--- src/rtl/csvft_pkg.sv ---
// shared types, constants and character helpers for the csv field splitter
`timescale 1ns / 1ps
package csvft_pkg;

  localparam logic [7:0] CH_QUOTE = 8'h22;
  localparam logic [7:0] CH_COMMA = 8'h2C;
  localparam logic [7:0] CH_SPACE = 8'h20;
  localparam logic [7:0] CH_TAB   = 8'h09;
  localparam logic [7:0] CH_CR    = 8'h0D;
  localparam logic [7:0] CH_LF    = 8'h0A;

  localparam logic [1:0] WS_SPACE = 2'd0;
  localparam logic [1:0] WS_TAB   = 2'd1;
  localparam logic [1:0] WS_CR    = 2'd2;
  localparam logic [1:0] WS_LF    = 2'd3;

  typedef enum logic [1:0] {
    KIND_BYTE      = 2'd0,
    KIND_FIELD_END = 2'd1,
    KIND_ROW_END   = 2'd2,
    KIND_QUOTE_ERR = 2'd3
  } kind_e;

  typedef enum logic [1:0] {
    ACT_NONE,
    ACT_END,
    ACT_EMIT,
    ACT_FLUSH
  } act_e;

  typedef enum logic [1:0] {
    ST_IDLE,
    ST_READ,
    ST_SEND,
    ST_LAST
  } ctrl_state_e;

  typedef struct packed {
    logic accept;
    logic rd_en;
    logic load_end;
    logic load_emit;
    logic load_ws;
    logic load_hold;
  } cmd_t;

  typedef struct packed {
    act_e act;
    logic ws_last;
    logic out_free;
  } sts_t;

  function automatic logic ws_hit(input logic [7:0] c);
    ws_hit = c inside {CH_SPACE, CH_TAB, CH_CR, CH_LF};
  endfunction

  function automatic logic [1:0] ws_code(input logic [7:0] c);
    case (c)
      CH_TAB:  ws_code = WS_TAB;
      CH_CR:   ws_code = WS_CR;
      CH_LF:   ws_code = WS_LF;
      default: ws_code = WS_SPACE;
    endcase
  endfunction

  function automatic logic [7:0] ws_char(input logic [1:0] code);
    case (code)
      WS_TAB:  ws_char = CH_TAB;
      WS_CR:   ws_char = CH_CR;
      WS_LF:   ws_char = CH_LF;
      default: ws_char = CH_SPACE;
    endcase
  endfunction

endpackage

--- src/rtl/csv_field_splitter_trim.sv ---
// top level of the csv field splitter with whitespace trimming
//
// Input channel: one transaction per line byte (data_byte_i) or an end-of-line
// marker (line_end_i high). Output channel: one transaction per result; a field
// content byte, a field end, a field and row end, or an unterminated quote error.
// last_of_run_o marks the final result caused by an input transaction; a
// transaction that only moves quote or whitespace state gives no result.
// Latency: a field end or a content byte with no held whitespace is presented the
// cycle after its input is accepted; a flush presents its first held byte once the
// ST_READ and ST_SEND states have passed. Throughput: one input per cycle while the
// receiver takes results and no held whitespace is being flushed. A content byte
// after held whitespace bytes takes the accepting cycle, a registered read of the
// whitespace ram and an output load per held byte, and a load of the content byte;
// input is stalled meanwhile. Input is also stalled while the output register holds
// a result the receiver is stalling. Output valid and payload hold under stall.
// Reset clears quote and field state and output valid; the whitespace ram needs
// no clearing, only entries written in the current run are read.
`timescale 1ns / 1ps
module csv_field_splitter_trim #(
  parameter int WS_BUFFER_DEPTH = 16
) (
  input  logic       clk_i,
  input  logic       rst_ni,
  input  logic       in_valid_i,
  output logic       in_stall_o,
  input  logic [7:0] data_byte_i,
  input  logic       line_end_i,
  output logic       out_valid_o,
  input  logic       out_stall_i,
  output logic [7:0] out_byte_o,
  output logic [1:0] kind_o,
  output logic       ws_dropped_o,
  output logic       last_of_run_o
);
  import csvft_pkg::*;

  cmd_t cmd;
  sts_t sts;

  csvft_ctrl u_ctrl (
    .clk_i      (clk_i),
    .rst_ni     (rst_ni),
    .in_valid_i (in_valid_i),
    .in_stall_o (in_stall_o),
    .sts_i      (sts),
    .cmd_o      (cmd)
  );

  csvft_dp #(
    .WS_BUFFER_DEPTH (WS_BUFFER_DEPTH)
  ) u_dp (
    .clk_i         (clk_i),
    .rst_ni        (rst_ni),
    .data_byte_i   (data_byte_i),
    .line_end_i    (line_end_i),
    .cmd_i         (cmd),
    .sts_o         (sts),
    .out_stall_i   (out_stall_i),
    .out_valid_o   (out_valid_o),
    .out_byte_o    (out_byte_o),
    .kind_o        (kind_o),
    .ws_dropped_o  (ws_dropped_o),
    .last_of_run_o (last_of_run_o)
  );

endmodule

--- src/rtl/csvft_ram.sv ---
// generic single-write, single-read ram with registered read data
`timescale 1ns / 1ps
module csvft_ram #(
  parameter int WIDTH = 2,
  parameter int DEPTH = 16
) (
  input  logic                                 clk_i,
  input  logic                                 we_i,
  input  logic [(DEPTH > 1 ? $clog2(DEPTH) : 1)-1:0] waddr_i,
  input  logic [WIDTH-1:0]                     wdata_i,
  input  logic                                 re_i,
  input  logic [(DEPTH > 1 ? $clog2(DEPTH) : 1)-1:0] raddr_i,
  output logic [WIDTH-1:0]                     rdata_o
);

  logic [WIDTH-1:0] mem_q [DEPTH];
  logic [WIDTH-1:0] rdata_q;

  always_ff @(posedge clk_i) begin
    if (we_i) begin
      mem_q[waddr_i] <= wdata_i;
    end
    if (re_i) begin
      rdata_q <= mem_q[raddr_i];
    end
  end

  assign rdata_o = rdata_q;

endmodule

--- src/rtl/csvft_dp.sv ---
// datapath: quote and field state, whitespace buffer, output register
`timescale 1ns / 1ps
module csvft_dp #(
  parameter int WS_BUFFER_DEPTH = 16
) (
  input  logic               clk_i,
  input  logic               rst_ni,
  input  logic [7:0]         data_byte_i,
  input  logic               line_end_i,
  input  csvft_pkg::cmd_t    cmd_i,
  output csvft_pkg::sts_t    sts_o,
  input  logic               out_stall_i,
  output logic               out_valid_o,
  output logic [7:0]         out_byte_o,
  output logic [1:0]         kind_o,
  output logic               ws_dropped_o,
  output logic               last_of_run_o
);
  import csvft_pkg::*;

  localparam int CntW  = $clog2(WS_BUFFER_DEPTH + 1);
  localparam int AddrW = (WS_BUFFER_DEPTH > 1) ? $clog2(WS_BUFFER_DEPTH) : 1;

  logic            inside_q, inside_d;
  logic            qpend_q, qpend_d;
  logic            has_content_q, has_content_d;
  logic [CntW-1:0] count_q, count_d;
  logic            overflow_q, overflow_d;
  logic            run_lost_q, run_lost_d;
  logic [CntW-1:0] idx_q, idx_d;
  logic [7:0]      hold_q;

  logic            out_valid_q, out_valid_d;
  logic [7:0]      out_byte_q, out_byte_d;
  kind_e           kind_q, kind_d;
  logic            dropped_q, dropped_d;
  logic            last_q, last_d;

  logic            is_quote, is_comma, lit_quote, content, is_ws, is_end;
  logic            buf_full, ram_we;
  logic [1:0]      ram_rdata;
  kind_e           end_kind;
  logic            end_drop;
  act_e            act;

  always_comb begin
    is_quote  = (data_byte_i == CH_QUOTE);
    is_comma  = (data_byte_i == CH_COMMA);
    lit_quote = !line_end_i && qpend_q && is_quote;
    content   = lit_quote ||
                (!line_end_i && !is_quote && (inside_q || !is_comma));
    is_ws     = content && ws_hit(data_byte_i);
    is_end    = line_end_i || (!lit_quote && !inside_q && is_comma);
    buf_full  = (count_q >= CntW'(WS_BUFFER_DEPTH));
    ram_we    = cmd_i.accept && is_ws && has_content_q && !buf_full;
    end_kind  = line_end_i ? (inside_q ? KIND_QUOTE_ERR : KIND_ROW_END) : KIND_FIELD_END;
    end_drop  = (line_end_i && inside_q) ? 1'b0 : overflow_q;
    if (is_end) begin
      act = ACT_END;
    end else if (content && !is_ws) begin
      act = (count_q == '0) ? ACT_EMIT : ACT_FLUSH;
    end else begin
      act = ACT_NONE;
    end
  end

  assign sts_o.act      = act;
  assign sts_o.ws_last  = ((idx_q + CntW'(1)) == count_q);
  assign sts_o.out_free = !out_valid_q || !out_stall_i;

  // field and quote state
  always_comb begin
    inside_d      = inside_q;
    qpend_d       = qpend_q;
    has_content_d = has_content_q;
    count_d       = count_q;
    overflow_d    = overflow_q;
    run_lost_d    = run_lost_q;
    idx_d         = idx_q;
    if (cmd_i.accept) begin
      idx_d   = '0;
      qpend_d = !line_end_i && !lit_quote && inside_q && is_quote;
      if (line_end_i) begin
        inside_d = 1'b0;
      end else if (lit_quote) begin
        inside_d = 1'b1;
      end else if (is_quote) begin
        inside_d = !inside_q;
      end
      if (is_end) begin
        has_content_d = 1'b0;
        count_d       = '0;
        overflow_d    = 1'b0;
        run_lost_d    = 1'b0;
      end else if (is_ws) begin
        if (has_content_q) begin
          if (!buf_full) begin
            count_d = count_q + CntW'(1);
          end else begin
            run_lost_d = 1'b1;
          end
        end
      end else if (content) begin
        overflow_d    = overflow_q | run_lost_q;
        run_lost_d    = 1'b0;
        has_content_d = 1'b1;
      end
    end
    if (cmd_i.load_ws) begin
      idx_d = idx_q + CntW'(1);
    end
    if (cmd_i.load_hold) begin
      count_d = '0;
    end
  end

  always_ff @(posedge clk_i or negedge rst_ni) begin
    if (!rst_ni) begin
      inside_q      <= 1'b0;
      qpend_q       <= 1'b0;
      has_content_q <= 1'b0;
      count_q       <= '0;
      overflow_q    <= 1'b0;
      run_lost_q    <= 1'b0;
      idx_q         <= '0;
      out_valid_q   <= 1'b0;
    end else begin
      inside_q      <= inside_d;
      qpend_q       <= qpend_d;
      has_content_q <= has_content_d;
      count_q       <= count_d;
      overflow_q    <= overflow_d;
      run_lost_q    <= run_lost_d;
      idx_q         <= idx_d;
      out_valid_q   <= out_valid_d;
    end
  end

  csvft_ram #(
    .WIDTH (2),
    .DEPTH (WS_BUFFER_DEPTH)
  ) u_ws_ram (
    .clk_i   (clk_i),
    .we_i    (ram_we),
    .waddr_i (count_q[AddrW-1:0]),
    .wdata_i (ws_code(data_byte_i)),
    .re_i    (cmd_i.rd_en),
    .raddr_i (idx_q[AddrW-1:0]),
    .rdata_o (ram_rdata)
  );

  // output register
  always_comb begin
    out_valid_d = out_valid_q && out_stall_i;
    out_byte_d  = out_byte_q;
    kind_d      = kind_q;
    dropped_d   = dropped_q;
    last_d      = last_q;
    if (cmd_i.load_end) begin
      out_valid_d = 1'b1;
      out_byte_d  = 8'h00;
      kind_d      = end_kind;
      dropped_d   = end_drop;
      last_d      = 1'b1;
    end else if (cmd_i.load_emit) begin
      out_valid_d = 1'b1;
      out_byte_d  = data_byte_i;
      kind_d      = KIND_BYTE;
      dropped_d   = 1'b0;
      last_d      = 1'b1;
    end else if (cmd_i.load_ws) begin
      out_valid_d = 1'b1;
      out_byte_d  = ws_char(ram_rdata);
      kind_d      = KIND_BYTE;
      dropped_d   = 1'b0;
      last_d      = 1'b0;
    end else if (cmd_i.load_hold) begin
      out_valid_d = 1'b1;
      out_byte_d  = hold_q;
      kind_d      = KIND_BYTE;
      dropped_d   = 1'b0;
      last_d      = 1'b1;
    end
  end

  always_ff @(posedge clk_i) begin
    if (cmd_i.accept) begin
      hold_q <= data_byte_i;
    end
    out_byte_q <= out_byte_d;
    kind_q     <= kind_d;
    dropped_q  <= dropped_d;
    last_q     <= last_d;
  end

  assign out_valid_o   = out_valid_q;
  assign out_byte_o    = out_byte_q;
  assign kind_o        = kind_q;
  assign ws_dropped_o  = dropped_q;
  assign last_of_run_o = last_q;

  a_count_bound: assert property (@(posedge clk_i) disable iff (!rst_ni)
    count_q <= CntW'(WS_BUFFER_DEPTH))
    else $error("whitespace count beyond buffer depth");

  a_end_shape: assert property (@(posedge clk_i) disable iff (!rst_ni)
    out_valid_q && (kind_q != KIND_BYTE) |-> (out_byte_q == 8'h00) && last_q)
    else $error("end result with payload byte or not last");

  a_drop_kind: assert property (@(posedge clk_i) disable iff (!rst_ni)
    out_valid_q && ((kind_q == KIND_BYTE) || (kind_q == KIND_QUOTE_ERR)) |-> !dropped_q)
    else $error("ws_dropped set on byte or quote error");

  a_qpend_outside: assert property (@(posedge clk_i) disable iff (!rst_ni)
    qpend_q |-> !inside_q)
    else $error("pending quote while inside quotes");

endmodule

--- src/rtl/csvft_ctrl.sv ---
// controller: accept, whitespace flush sequencing and output loads
`timescale 1ns / 1ps
module csvft_ctrl (
  input  logic            clk_i,
  input  logic            rst_ni,
  input  logic            in_valid_i,
  output logic            in_stall_o,
  input  csvft_pkg::sts_t sts_i,
  output csvft_pkg::cmd_t cmd_o
);
  import csvft_pkg::*;

  ctrl_state_e state_q, state_d;

  always_ff @(posedge clk_i or negedge rst_ni) begin
    if (!rst_ni) begin
      state_q <= ST_IDLE;
    end else begin
      state_q <= state_d;
    end
  end

  always_comb begin
    state_d    = state_q;
    cmd_o      = '0;
    in_stall_o = 1'b1;
    case (state_q)
      ST_IDLE: begin
        in_stall_o = !sts_i.out_free;
        if (in_valid_i && sts_i.out_free) begin
          cmd_o.accept = 1'b1;
          case (sts_i.act)
            ACT_END:   cmd_o.load_end = 1'b1;
            ACT_EMIT:  cmd_o.load_emit = 1'b1;
            ACT_FLUSH: state_d = ST_READ;
            default:   ;
          endcase
        end
      end
      ST_READ: begin
        cmd_o.rd_en = 1'b1;
        state_d     = ST_SEND;
      end
      ST_SEND: begin
        if (sts_i.out_free) begin
          cmd_o.load_ws = 1'b1;
          state_d       = sts_i.ws_last ? ST_LAST : ST_READ;
        end
      end
      ST_LAST: begin
        if (sts_i.out_free) begin
          cmd_o.load_hold = 1'b1;
          state_d         = ST_IDLE;
        end
      end
      default: state_d = ST_IDLE;
    endcase
  end

endmodule
--- config.mk ---
export PLATFORM = sky130hd
export DESIGN_NAME = csv_field_splitter_trim
export DESIGN_NICKNAME = d
export VERILOG_FILES = /design/src/rtl/csvft_pkg.sv /design/src/rtl/csv_field_splitter_trim.sv /design/src/rtl/csvft_ram.sv /design/src/rtl/csvft_dp.sv /design/src/rtl/csvft_ctrl.sv
export SDC_FILE = /design/constraint.sdc
export NUM_CORES = 1
export LEC_CHECK = 0
export BUFFER_PORTS_ARGS = -buffer_cell sky130_fd_sc_hd__buf_2
export CAP_MARGIN = 40
export CORE_MARGIN = 4
export CORE_UTILIZATION = 59
export CTS_CLUSTER_DIAMETER = 80
export CTS_CLUSTER_SIZE = 16
export DETAILED_ROUTE_END_ITERATION = 16
export PLACE_DENSITY = 0.81
export SYNTH_ARGS = -nofsm -noshare
export SYNTH_HDL_FRONTEND = slang
export SYNTH_SLANG_ARGS = --single-unit
export TNS_END_PERCENT = 5
--- constraint.sdc ---
create_clock -name clk_i -period 3.1 [get_ports clk_i]
set_clock_uncertainty 0.1 [all_clocks]
set_input_delay 0.62 -clock clk_i [delete_from_list [all_inputs] [get_ports clk_i]]
set_output_delay 0.62 -clock clk_i [all_outputs]
set_load 0.05 [all_outputs]
==> metrics.yaml, run 1 <==
antenna_cells: 0
cts_resized: 0
min_path_type: "input port to async pin"
timing_max_transition_violations_final: 0
antenna_found_initial: 0
postPlaceCellArea_um2: 3691
dieArea_um2: 7176
crit_required_ns: 3.23
starting_density_of_the_core_pct: 61.91
grt_start_max_net_pins: 19
cts.repair_timing.setup_buffer_count: 0
dominantRegCellSynth: "edfxtp_1"
core_um2: 5608
groute.usage.overall_pct: 22.19
worstSetupPathType: "flip-flop to flip-flop"
power.combinational.fraction_pct: 33.0
power_switching_mw: 1.149
max_slew.worst_pin.slew_ns: 0.6668
synth_fp_nets: 300
syn_area_per_cell_um2: 12.44
run_status: "finished clean"
power.share.switching_pct: 35.88
dp_cells: 372
totalNegativeSetupSlack_ns: 0
first_pass_grt_wire_length_mm: 12.34
ys_seq_area_share_pct: 57.08
clock_latency_ns: 0.34
p_leak_nw: 1.469
finalWorstPathRequiredPeriod_ns: 2.682
die_height_um: 84.71
cts.hold.buffers_added: 0
postRouteAntennaNets: 0
grt_overflow: 0
setup.worst_path.end_class: "flip-flop"
grt_pass1_vias: 2471
tritoncts.num_buffers: 9
detail_route.drc_violations: 0
share_seq_of_total_power_pct: 40.5
critPathMaxFanout: 11
layoutNonFillerInstCount: 388
ys_async_sr_fraction_pct: 25.00
critical_path_start_type: "flip-flop"
synth_area_leaders: "edfxtp_1 39%, dfrtp_1 13%, mux4_2 6.5%"
postLayoutCellArea_um2: 3923
max-vdd-ir-drop_mv: 0.5564
detailroute.via_count: 2455
buffers_added_on_ports: 26
synthMostInstantiatedCell: "edfxtp_1"
synthesis.instances: 279
report.final.setup_viol: 0
post_route_cells_drive_above_1_share_pct: 25.00
floorplan.die.width_um: 84.71
dp_hpwl_mm: 5.457
yosys.area.top_type_share_pct: 38.92
gp_routability_congestion: 0.8844
ys_top_cells_by_count: "45 x edfxtp_1, 23 x nand2_1, 19 x nor2_1"
dr.first_iter.drc_count: 218
finalWirelength_mm: 7.453
post_layout_utilization_of_the_core_pct: 69.95
ys_ff_latch: 72
tritoncts: "done"
timing.fmax_ghz: 0.3728
drt_pre_antenna_iters: 6
cell_internal_pwr_mw: 2.054
ioPinCount: 27
share_of_total_power_in_the_clock_network_pct: 26.5
synthDistinctLibCells: 53
post_synth_design_cell_area_um2: 3472
max_cap_viol_count: 0
area.growth.synth_to_final_pct: 12.97
h-tree-depth: 3
rows: 27
netlist.top_cell.by_area: "edfxtp_1"
ctsRootBufferMaster: "clkbuf_8"
number_of_synthesized_flops_with_an_enable_pin: 45
fin_nets: 332
yosysWarningCount: 0
timing.max_slew.rel_slack_pct: 55.28
cp.arrival_ns: 2.81
grt_setup_unrepaired: "no"
max-clock-path-buffers: 2
clk_pin_slew_worst_paths_ns: 0.08
period_utilization_post_route_pct: 86.52
routedWlPerCell_um: 19.21
post_drt_via_cell_ratio: 6.327
cts_num_sinks: 72
pwr_density_cell_nw_per_um2: 816.7
final_hold_viol_count: 0
## registers in the layout (all words and copies together), names as in the netlist
name	count
u_dp.qpend_q	1
u_dp.run_lost_q	1
u_dp.ws_dropped_o	1
u_dp.count_q	5
u_dp.out_valid_o	1
u_ctrl.state_q	2
u_dp.overflow_q	1
u_dp.hold_q	8
u_dp.last_of_run_o	1
u_dp.u_ws_ram.rdata_o	2
u_dp.u_ws_ram.mem_q	32
u_dp.out_byte_o	8
u_dp.inside_q	1
u_dp.kind_o	2
u_dp.has_content_q	1
u_dp.idx_q	5
## layout by cell type, fill, tap and decap left out, drive strengths merged, types with 4 or more instances in the layout
master	synthesis	routed
buf	5	34
xnor2	5	5
a31o	6	6
o21ai	7	7
nor4	8	8
a21oi	9	9
nand2	23	23
dfrtp	18	18
mux2i	7	7
ha	8	8
nor3	5	5
clkbuf	8	12
nor2	19	19
edfxtp	45	45
mux4	10	10
and2	17	17
inv	10	11
xor2	5	5
dfxtp	9	9
o31ai	4	4
a31oi	4	4
nand3	7	7
a22o	5	5
## critical path, stage by stage (launching register included)
cell,delay (ns)
dfrtp_1,0.45
inv_1,0.14
ha_1,0.24
nor4b_1,0.33
nor4bb_1,0.37
nand3_1,0.45
a311o_1,0.49
## path summary, 6_finish.rpt
check / start / endpoint / slack (ns) / cells past startpoint
min: rst_ni / u_dp.idx_q[0]$_DFFE_PN0P_ / 0.11 / 1
max: u_dp.count_q[0]$_DFFE_PN0P_ / u_dp.out_byte_o[3]$_SDFFE_PP0P_ / 0.42 / 6
max reg2reg: u_dp.count_q[0]$_DFFE_PN0P_ / u_dp.out_byte_o[3]$_SDFFE_PP0P_ / 0.42 / 6
min in group clk_i: u_dp.last_of_run_o$_SDFFE_PP1P_ / u_dp.last_of_run_o$_SDFFE_PP1P_ / 0.38 / 2
min reg2reg: u_dp.last_of_run_o$_SDFFE_PP1P_ / u_dp.last_of_run_o$_SDFFE_PP1P_ / 0.38 / 2
max in group asynchronous: rst_ni / u_dp.inside_q$_DFFE_PN0P_ / 2.48 / 1
## through the flow
stage                     total power, mW  hold slack, ns  setup WS, ns
after floorplan                     2.092          0.2244        0.6647
after global placement              2.334          0.3616        0.3372
after detailed placement            2.368          0.3692        0.2519
after CTS                           3.215          0.1112        0.4203
after global routing                3.367          0.1238        0.1845
final                               3.204          0.1106        0.4179
## cells by family (layout without fill, tap and decap cells)
| family | after synthesis | after routing | share of synthesized area, % |
|---|---|---|---|
| adders and majority gates | 8 | 8 | 2.883 |
| xor gates and xnor gates | 10 | 10 | 2.522 |
| and+or+nand+nor | 97 | 97 | 14.85 |
| DFF | 72 | 72 | 57.08 |
| muxes | 18 | 18 | 8.829 |
| AOI/OAI and AO/OA | 51 | 51 | 10.99 |
| buffers and inverters | 23 | 60 | 2.846 |
## layer usage
layer / share of wire [%] / GRT usage (%) / wire length (um)
met4: 1.9 / 7.482 / 138
met2: 48 / 34.80 / 3614
met1: 43 / 30.74 / 3209
met5: 0 / 0 / 0
met3: 6.6 / 5.103 / 490
## power by group through the flow
stage,sequential (mW),clock (mW),combinational (mW)
floorplan,1.50,0,0.593
global placement,1.31,0,1.03
detailed placement,1.32,0,1.05
CTS,1.30,0.861,1.06
global route,1.33,0.917,1.12
finish,1.30,0.849,1.06
## layout make-up
type / instances / area [um2]
sequential: 72 / 1982
fill: 405 / 1685
multi-input combinational: 184 / 1391
timing repair buffer: 34 / 190.2
clock buffer: 12 / 155.1
tap: 72 / 90.09
clock inverter: 4 / 76.32
inverter: 10 / 37.54
Note: power is estimated with default switching activity, not from simulation.
==> run 2, diff against run 1 <==
--- a/config.mk
+++ b/config.mk
@@ -8,11 +8,12 @@
 export BUFFER_PORTS_ARGS = -buffer_cell sky130_fd_sc_hd__buf_2
 export CAP_MARGIN = 40
 export CORE_MARGIN = 4
-export CORE_UTILIZATION = 59
+export CORE_UTILIZATION = 55
 export CTS_CLUSTER_DIAMETER = 80
 export CTS_CLUSTER_SIZE = 16
 export DETAILED_ROUTE_END_ITERATION = 16
-export PLACE_DENSITY = 0.81
+export HOLD_SLACK_MARGIN = 0.02
+export PLACE_DENSITY = 0.76
 export SYNTH_ARGS = -nofsm -noshare
 export SYNTH_HDL_FRONTEND = slang
 export SYNTH_SLANG_ARGS = --single-unit
==> run 2 against run 1 <==
  * Register-to-register slack lost 0.15 ns
  * Sequential share of layout area is essentially flat
  * Maximum frequency shrank 5.3%
  * Non-clock buffer count shrank 1
==> metrics.yaml, run 2 (same netlist as run 1, synthesis figures left out) <==
antenna_found_initial: 0  # unchanged
post_drt_via_cell_ratio: 6.067  # -4.1%
cts_resized: 0  # unchanged
groute.usage.overall_pct: 20.79  # -1.4 points
critPathMaxFanout: 11  # unchanged
routedWlPerCell_um: 18.48  # -3.8%
critical_path_start_type: "flip-flop"
dp_hpwl_mm: 5.099  # -6.6%
tritoncts.num_buffers: 9  # unchanged
buffers_added_on_ports: 26  # unchanged
timing.max_slew.rel_slack_pct: 57.12  # +1.8 points
period_utilization_post_route_pct: 91.40  # +4.9 points
finalWirelength_mm: 7.209  # -3.3%
max-clock-path-buffers: 2  # unchanged
cts_num_sinks: 72  # unchanged
ioPinCount: 27  # unchanged
finalWorstPathRequiredPeriod_ns: 2.833  # +0.1513 ns
first_pass_grt_wire_length_mm: 11.92  # -3.4%
grt_overflow: 0  # unchanged
final_common_cell: "edfxtp_1"
timing_max_transition_violations_final: 0  # unchanged
clock_latency_ns: 0.34  # about the same
fin_nets: 331  # -0.30%
pwr_density_cell_nw_per_um2: 813.3  # -0.43%
grt_pass1_vias: 2324  # -5.9%
dr.first_iter.drc_count: 181  # -17%
max-vdd-ir-drop_mv: 0.5177  # -6.9%
cts.hold.buffers_added: 0  # unchanged
run_status: "finished clean"
timing.fmax_ghz: 0.3529  # -5.3%
max_cap_viol_count: 0  # unchanged
setup.worst_path.end_class: "flip-flop"
max_flop_register: "u_dp.u_ws_ram.mem_q"
gp_routability_congestion: 0.8068  # -8.8%
post_route_cells_drive_above_1_share_pct: 24.44  # -0.56 points
dieArea_um2: 7648  # +6.6%
min_path_type: "input port to async pin"
largest_reg_flops: 32  # unchanged
worstSetupPathType: "flip-flop to flip-flop"
grt_setup_unrepaired: "no"
drt_pre_antenna_iters: 4  # -2
dp_cells: 374  # +0.54%
layoutNonFillerInstCount: 390  # +0.52%
cts.repair_timing.setup_buffer_count: 0  # unchanged
p_leak_nw: 1.466  # -0.24%
clk_pin_slew_worst_paths_ns: 0.07  # about the same
max_slew.worst_pin.slew_ns: 0.6394  # -0.02740 ns
die_height_um: 87.46  # +3.2%
core_um2: 6026  # +7.5%
antenna_cells: 0  # unchanged
report.final.setup_viol: 0  # unchanged
total_power_mw: 3.189  # -0.46%
crit_required_ns: 3.04  # -0.19 ns
h-tree-depth: 3  # unchanged
area.growth.synth_to_final_pct: 12.94  # about the same
postRouteAntennaNets: 0  # unchanged
rows: 28  # +3.7%
starting_density_of_the_core_pct: 57.62  # -4.3 points
grt_start_max_net_pins: 19  # unchanged
floorplan.die.width_um: 87.46  # +3.2%
most-common-layout-cells: "45 x edfxtp_1, 26 x buf_2, 23 x nand2_1"
totalNegativeSetupSlack_ns: 0  # unchanged
detailroute.via_count: 2366  # -3.6%
tritoncts: "done"
cp.arrival_ns: 2.78  # -0.03 ns
final_hold_viol_count: 0  # unchanged
ctsRootBufferMaster: "clkbuf_8"
detail_route.drc_violations: 0  # unchanged
run 2: cell count changes in the layout (fill, tap and decap cells not counted):
cell / previous run / this run
clkinv_1: 0 / 2
bufinv_16: 2 / 3
clkbuf_8: 11 / 9
buf_4: 8 / 7
inv_6: 1 / 0
clkinv_2: 0 / 1
clkbuf_1: 1 / 0
run 2: path summary, 6_finish.rpt:
check	from	to	slack, ns	cells past startpoint
min in group clk_i	u_dp.last_of_run_o$_SDFFE_PP1P_	u_dp.last_of_run_o$_SDFFE_PP1P_	0.36	2
max in group asynchronous	rst_ni	u_dp.idx_q[2]$_DFFE_PN0P_	2.50	1
min reg2reg	u_dp.last_of_run_o$_SDFFE_PP1P_	u_dp.last_of_run_o$_SDFFE_PP1P_	0.36	2
min	rst_ni	u_dp.qpend_q$_DFFE_PN0P_	0.1	1
max	u_dp.count_q[0]$_DFFE_PN0P_	u_dp.kind_o[1]$_SDFFCE_PN0P_	0.27	6
max reg2reg	u_dp.count_q[0]$_DFFE_PN0P_	u_dp.kind_o[1]$_SDFFCE_PN0P_	0.27	6
run 2: metrics by stage:
stage          util, %  setup WS (ns)  instance area, um2  hold slack (ns)
6_report         65.07         0.2666                3921          0.09932
5_1_grt          65.07        0.02408                3921           0.1272
3_3_place_gp     61.19         0.2966                3687           0.3531
4_1_cts          65.07         0.2815                3921           0.1080
3_5_place_dp     61.19         0.2924                3687           0.3527
2_1_floorplan        -         0.6647                3472           0.2244
run 2: critical path: stages (launching register included):
cell and delay (ns):
dfrtp_1 0.48, inv_1 0.14, ha_1 0.30, nor4b_1 0.41
nor4bb_1 0.36, nand3_1 0.45, nand2_1 0.29
run 2: layer usage:
metal / wire length (um) / global-route usage (%) / part of all wire, %
met1: 3255 / 29.48 / 45
met2: 3457 / 32.40 / 48
met3: 413 / 4.636 / 5.7
met4: 82 / 5.858 / 1.1
met5: 0 / 0 / 0
run 2: where the power goes:
group	switching [mW]	internal [mW]	total (mW)	leakage, nW
logic	0.653	0.378	1.03	0.649
registers	0.129	1.17	1.29	0.702
clock network	0.336	0.527	0.863	0.114
run 2: final cells by class:
class / instances / area [um2]
clock buffer: 9 / 123.9
clock inverter: 7 / 110.1
fill: 485 / 2105
inverter: 10 / 37.54
multi-input combinational: 184 / 1391
sequential: 72 / 1982
tap: 75 / 93.84
timing repair buffer: 33 / 182.7
==> run 3, diff against run 2 <==
--- a/config.mk
+++ b/config.mk
@@ -8,12 +8,12 @@
 export BUFFER_PORTS_ARGS = -buffer_cell sky130_fd_sc_hd__buf_2
 export CAP_MARGIN = 40
 export CORE_MARGIN = 4
-export CORE_UTILIZATION = 55
+export CORE_UTILIZATION = 59
 export CTS_CLUSTER_DIAMETER = 80
 export CTS_CLUSTER_SIZE = 16
 export DETAILED_ROUTE_END_ITERATION = 16
 export HOLD_SLACK_MARGIN = 0.02
-export PLACE_DENSITY = 0.76
+export PLACE_DENSITY = 0.86
 export SYNTH_ARGS = -nofsm -noshare
 export SYNTH_HDL_FRONTEND = slang
 export SYNTH_SLANG_ARGS = --single-unit
==> run 3 against run 2 <==
  * Flip-flop and latch count unchanged
  * Worst hold slack better by 0.0045 ns
  * Clock power shrank 27%
  * Sequential power about the same
  * Critical path type unchanged
  * Core utilization grew 3.5 points
  * Non-clock buffer count stayed put
  * Setup slack got worse by 0.093 ns
==> metrics.yaml, run 3 (same netlist as run 1, synthesis figures left out) <==
ioPinCount: 27  # unchanged
final_critical_path_setup_slack_ns: 0.1733  # -0.09333 ns
max_slew.worst_pin.slew_ns: 0.6857  # +0.04633 ns
setup.worst_path.end_class: "flip-flop"
crit_required_ns: 3.05  # about the same
clk_pin_slew_worst_paths_ns: 0.08  # about the same
grt_setup_unrepaired: "no"
tritoncts.num_buffers: 9  # unchanged
routedWlPerCell_um: 19.30  # +4.4%
most-common-layout-cells: "45 x edfxtp_1, 26 x buf_2, 23 x nand2_1"
detailroute.via_count: 2469  # +4.4%
layout.filler_cells: 392  # -19%
critical_path_start_type: "flip-flop"
cts.repair_timing.setup_buffer_count: 0  # unchanged
p_leak_nw: 1.437  # -1.9%
cp.arrival_ns: 2.87  # +0.09 ns
post_drt_via_cell_ratio: 6.380  # +5.2%
finalWirelength_mm: 7.470  # +3.6%
critPathMaxFanout: 11  # unchanged
detail_route.drc_violations: 0  # unchanged
tritoncts: "done"
max_cap_viol_count: 0  # unchanged
min_path_type: "input port to async pin"
final_common_cell: "edfxtp_1"
drt_pre_antenna_iters: 4  # unchanged
dieArea_um2: 7176  # -6.2%
timing_max_transition_violations_final: 0  # unchanged
post_route_cells_drive_above_1_share_pct: 24.76  # +0.32 points
place_worst_setup_slack_ns: 0.3375  # +0.04512 ns
cts.hold.buffers_added: 0  # unchanged
rows: 27  # -3.6%
max_flop_register: "u_dp.u_ws_ram.mem_q"
dp_hpwl_mm: 5.208  # +2.2%
grt_start_max_net_pins: 19  # unchanged
postPlaceCellArea_um2: 3684  # -0.10%
max-vdd-ir-drop_mv: 0.4517  # -13%
report.final.setup_viol: 0  # unchanged
antenna_found_initial: 0  # unchanged
fin_nets: 331  # unchanged
period_utilization_post_route_pct: 94.41  # +3.0 points
postRouteAntennaNets: 0  # unchanged
grt_overflow: 0  # unchanged
max-clock-path-buffers: 2  # unchanged
cts_resized: 0  # unchanged
area.growth.synth_to_final_pct: 10.81
layoutNonFillerInstCount: 387  # -0.77%
first_pass_grt_wire_length_mm: 12.21  # +2.4%
clock_latency_ns: 0.35  # about the same
timing.max_slew.rel_slack_pct: 54.01  # -3.1 points
pwr_density_cell_nw_per_um2: 776.6  # -4.5%
die_height_um: 84.71  # -3.1%
worstSetupPathType: "flip-flop to flip-flop"
h-tree-depth: 3  # unchanged
run_status: "finished clean"
grt_pass1_vias: 2442  # +5.1%
finalWorstPathRequiredPeriod_ns: 2.927  # +0.09333 ns
ctsRootBufferMaster: "clkbuf_8"
cts_num_sinks: 72  # unchanged
postLayoutCellArea_um2: 3847  # -1.9%
antenna_cells: 0  # unchanged
timing.fmax_ghz: 0.3417  # -3.2%
largest_reg_flops: 32  # unchanged
buffers_added_on_ports: 26  # unchanged
groute.usage.overall_pct: 22.12  # +1.3 points
final_hold_viol_count: 0  # unchanged
gp_routability_congestion: 0.8869  # +9.9%
dr.first_iter.drc_count: 225  # +24%
totalNegativeSetupSlack_ns: 0  # unchanged
starting_density_of_the_core_pct: 61.91  # +4.3 points
dp_cells: 371  # -0.80%
core_um2: 5608  # -6.9%
floorplan.die.width_um: 84.71  # -3.1%
==> run 3: worst paths after layout <==
check / from / end / slack [ns] / cells past startpoint
hold reg to reg: u_dp.last_of_run_o$_SDFFE_PP1P_ / u_dp.last_of_run_o$_SDFFE_PP1P_ / 0.38 / 2
min in group clk_i: u_dp.last_of_run_o$_SDFFE_PP1P_ / u_dp.last_of_run_o$_SDFFE_PP1P_ / 0.38 / 2
setup reg to reg: u_dp.count_q[0]$_DFFE_PN0P_ / u_dp.ws_dropped_o$_SDFFCE_PP0P_ / 0.17 / 6
setup / recovery: u_dp.count_q[0]$_DFFE_PN0P_ / u_dp.ws_dropped_o$_SDFFCE_PP0P_ / 0.17 / 6
hold / removal: rst_ni / u_dp.out_valid_o$_DFF_PN0_ / 0.10 / 1
max in group asynchronous: rst_ni / u_dp.count_q[4]$_DFFE_PN0P_ / 2.49 / 1
==> run 3: layer usage <==
metal | part of all wire, % | vias up | track usage, %
li1 | - | 1112 | -
met1 | 43 | 1208 | 31.03
met2 | 48 | 133 | 34.02
met3 | 7.6 | 16 | 5.299
met4 | 1.7 | 0 | 7.626
met5 | 0 | - | 0
==> run 3: layout make-up <==
type	instances	area [um2]	share of cell area, %
Sequential cell	72	1982	51.51
Multi-Input combinational cell	184	1391	36.16
Timing Repair Buffer	33	182.7	4.748
Clock buffer	10	127.6	3.317
Tap cell	72	90.09	2.341
Inverter	10	37.54	0.9756
Clock inverter	6	36.28	0.9431
==> run 3: per-stage QoR <==
stage	hold WS, ns	total power, mW	utilization, %
finish	0.1038	2.988	68.61
global route	0.1286	3.134	68.61
CTS	0.1025	2.988	68.61
detailed placement	0.3708	2.358	65.69
global placement	0.3598	2.316	65.69
floorplan	0.2244	2.092	-
==> run 3: where the power goes <==
group          switching (mW)  total [mW]  internal, mW  leakage, nW
Combinational           0.676        1.06         0.381        0.649
Sequential              0.133        1.30          1.17        0.702
Clock                   0.346       0.632         0.286       0.0858
Total                    1.16        2.99          1.83         1.44
==> run 3: worst max-delay path, stage by stage, from the launching register on <==
cell      delay (ns)
dfrtp_1         0.46
inv_1           0.14
ha_1            0.24
nor4b_1         0.49
nor4bb_1        0.40
nand3_1         0.47
nand2_1         0.32
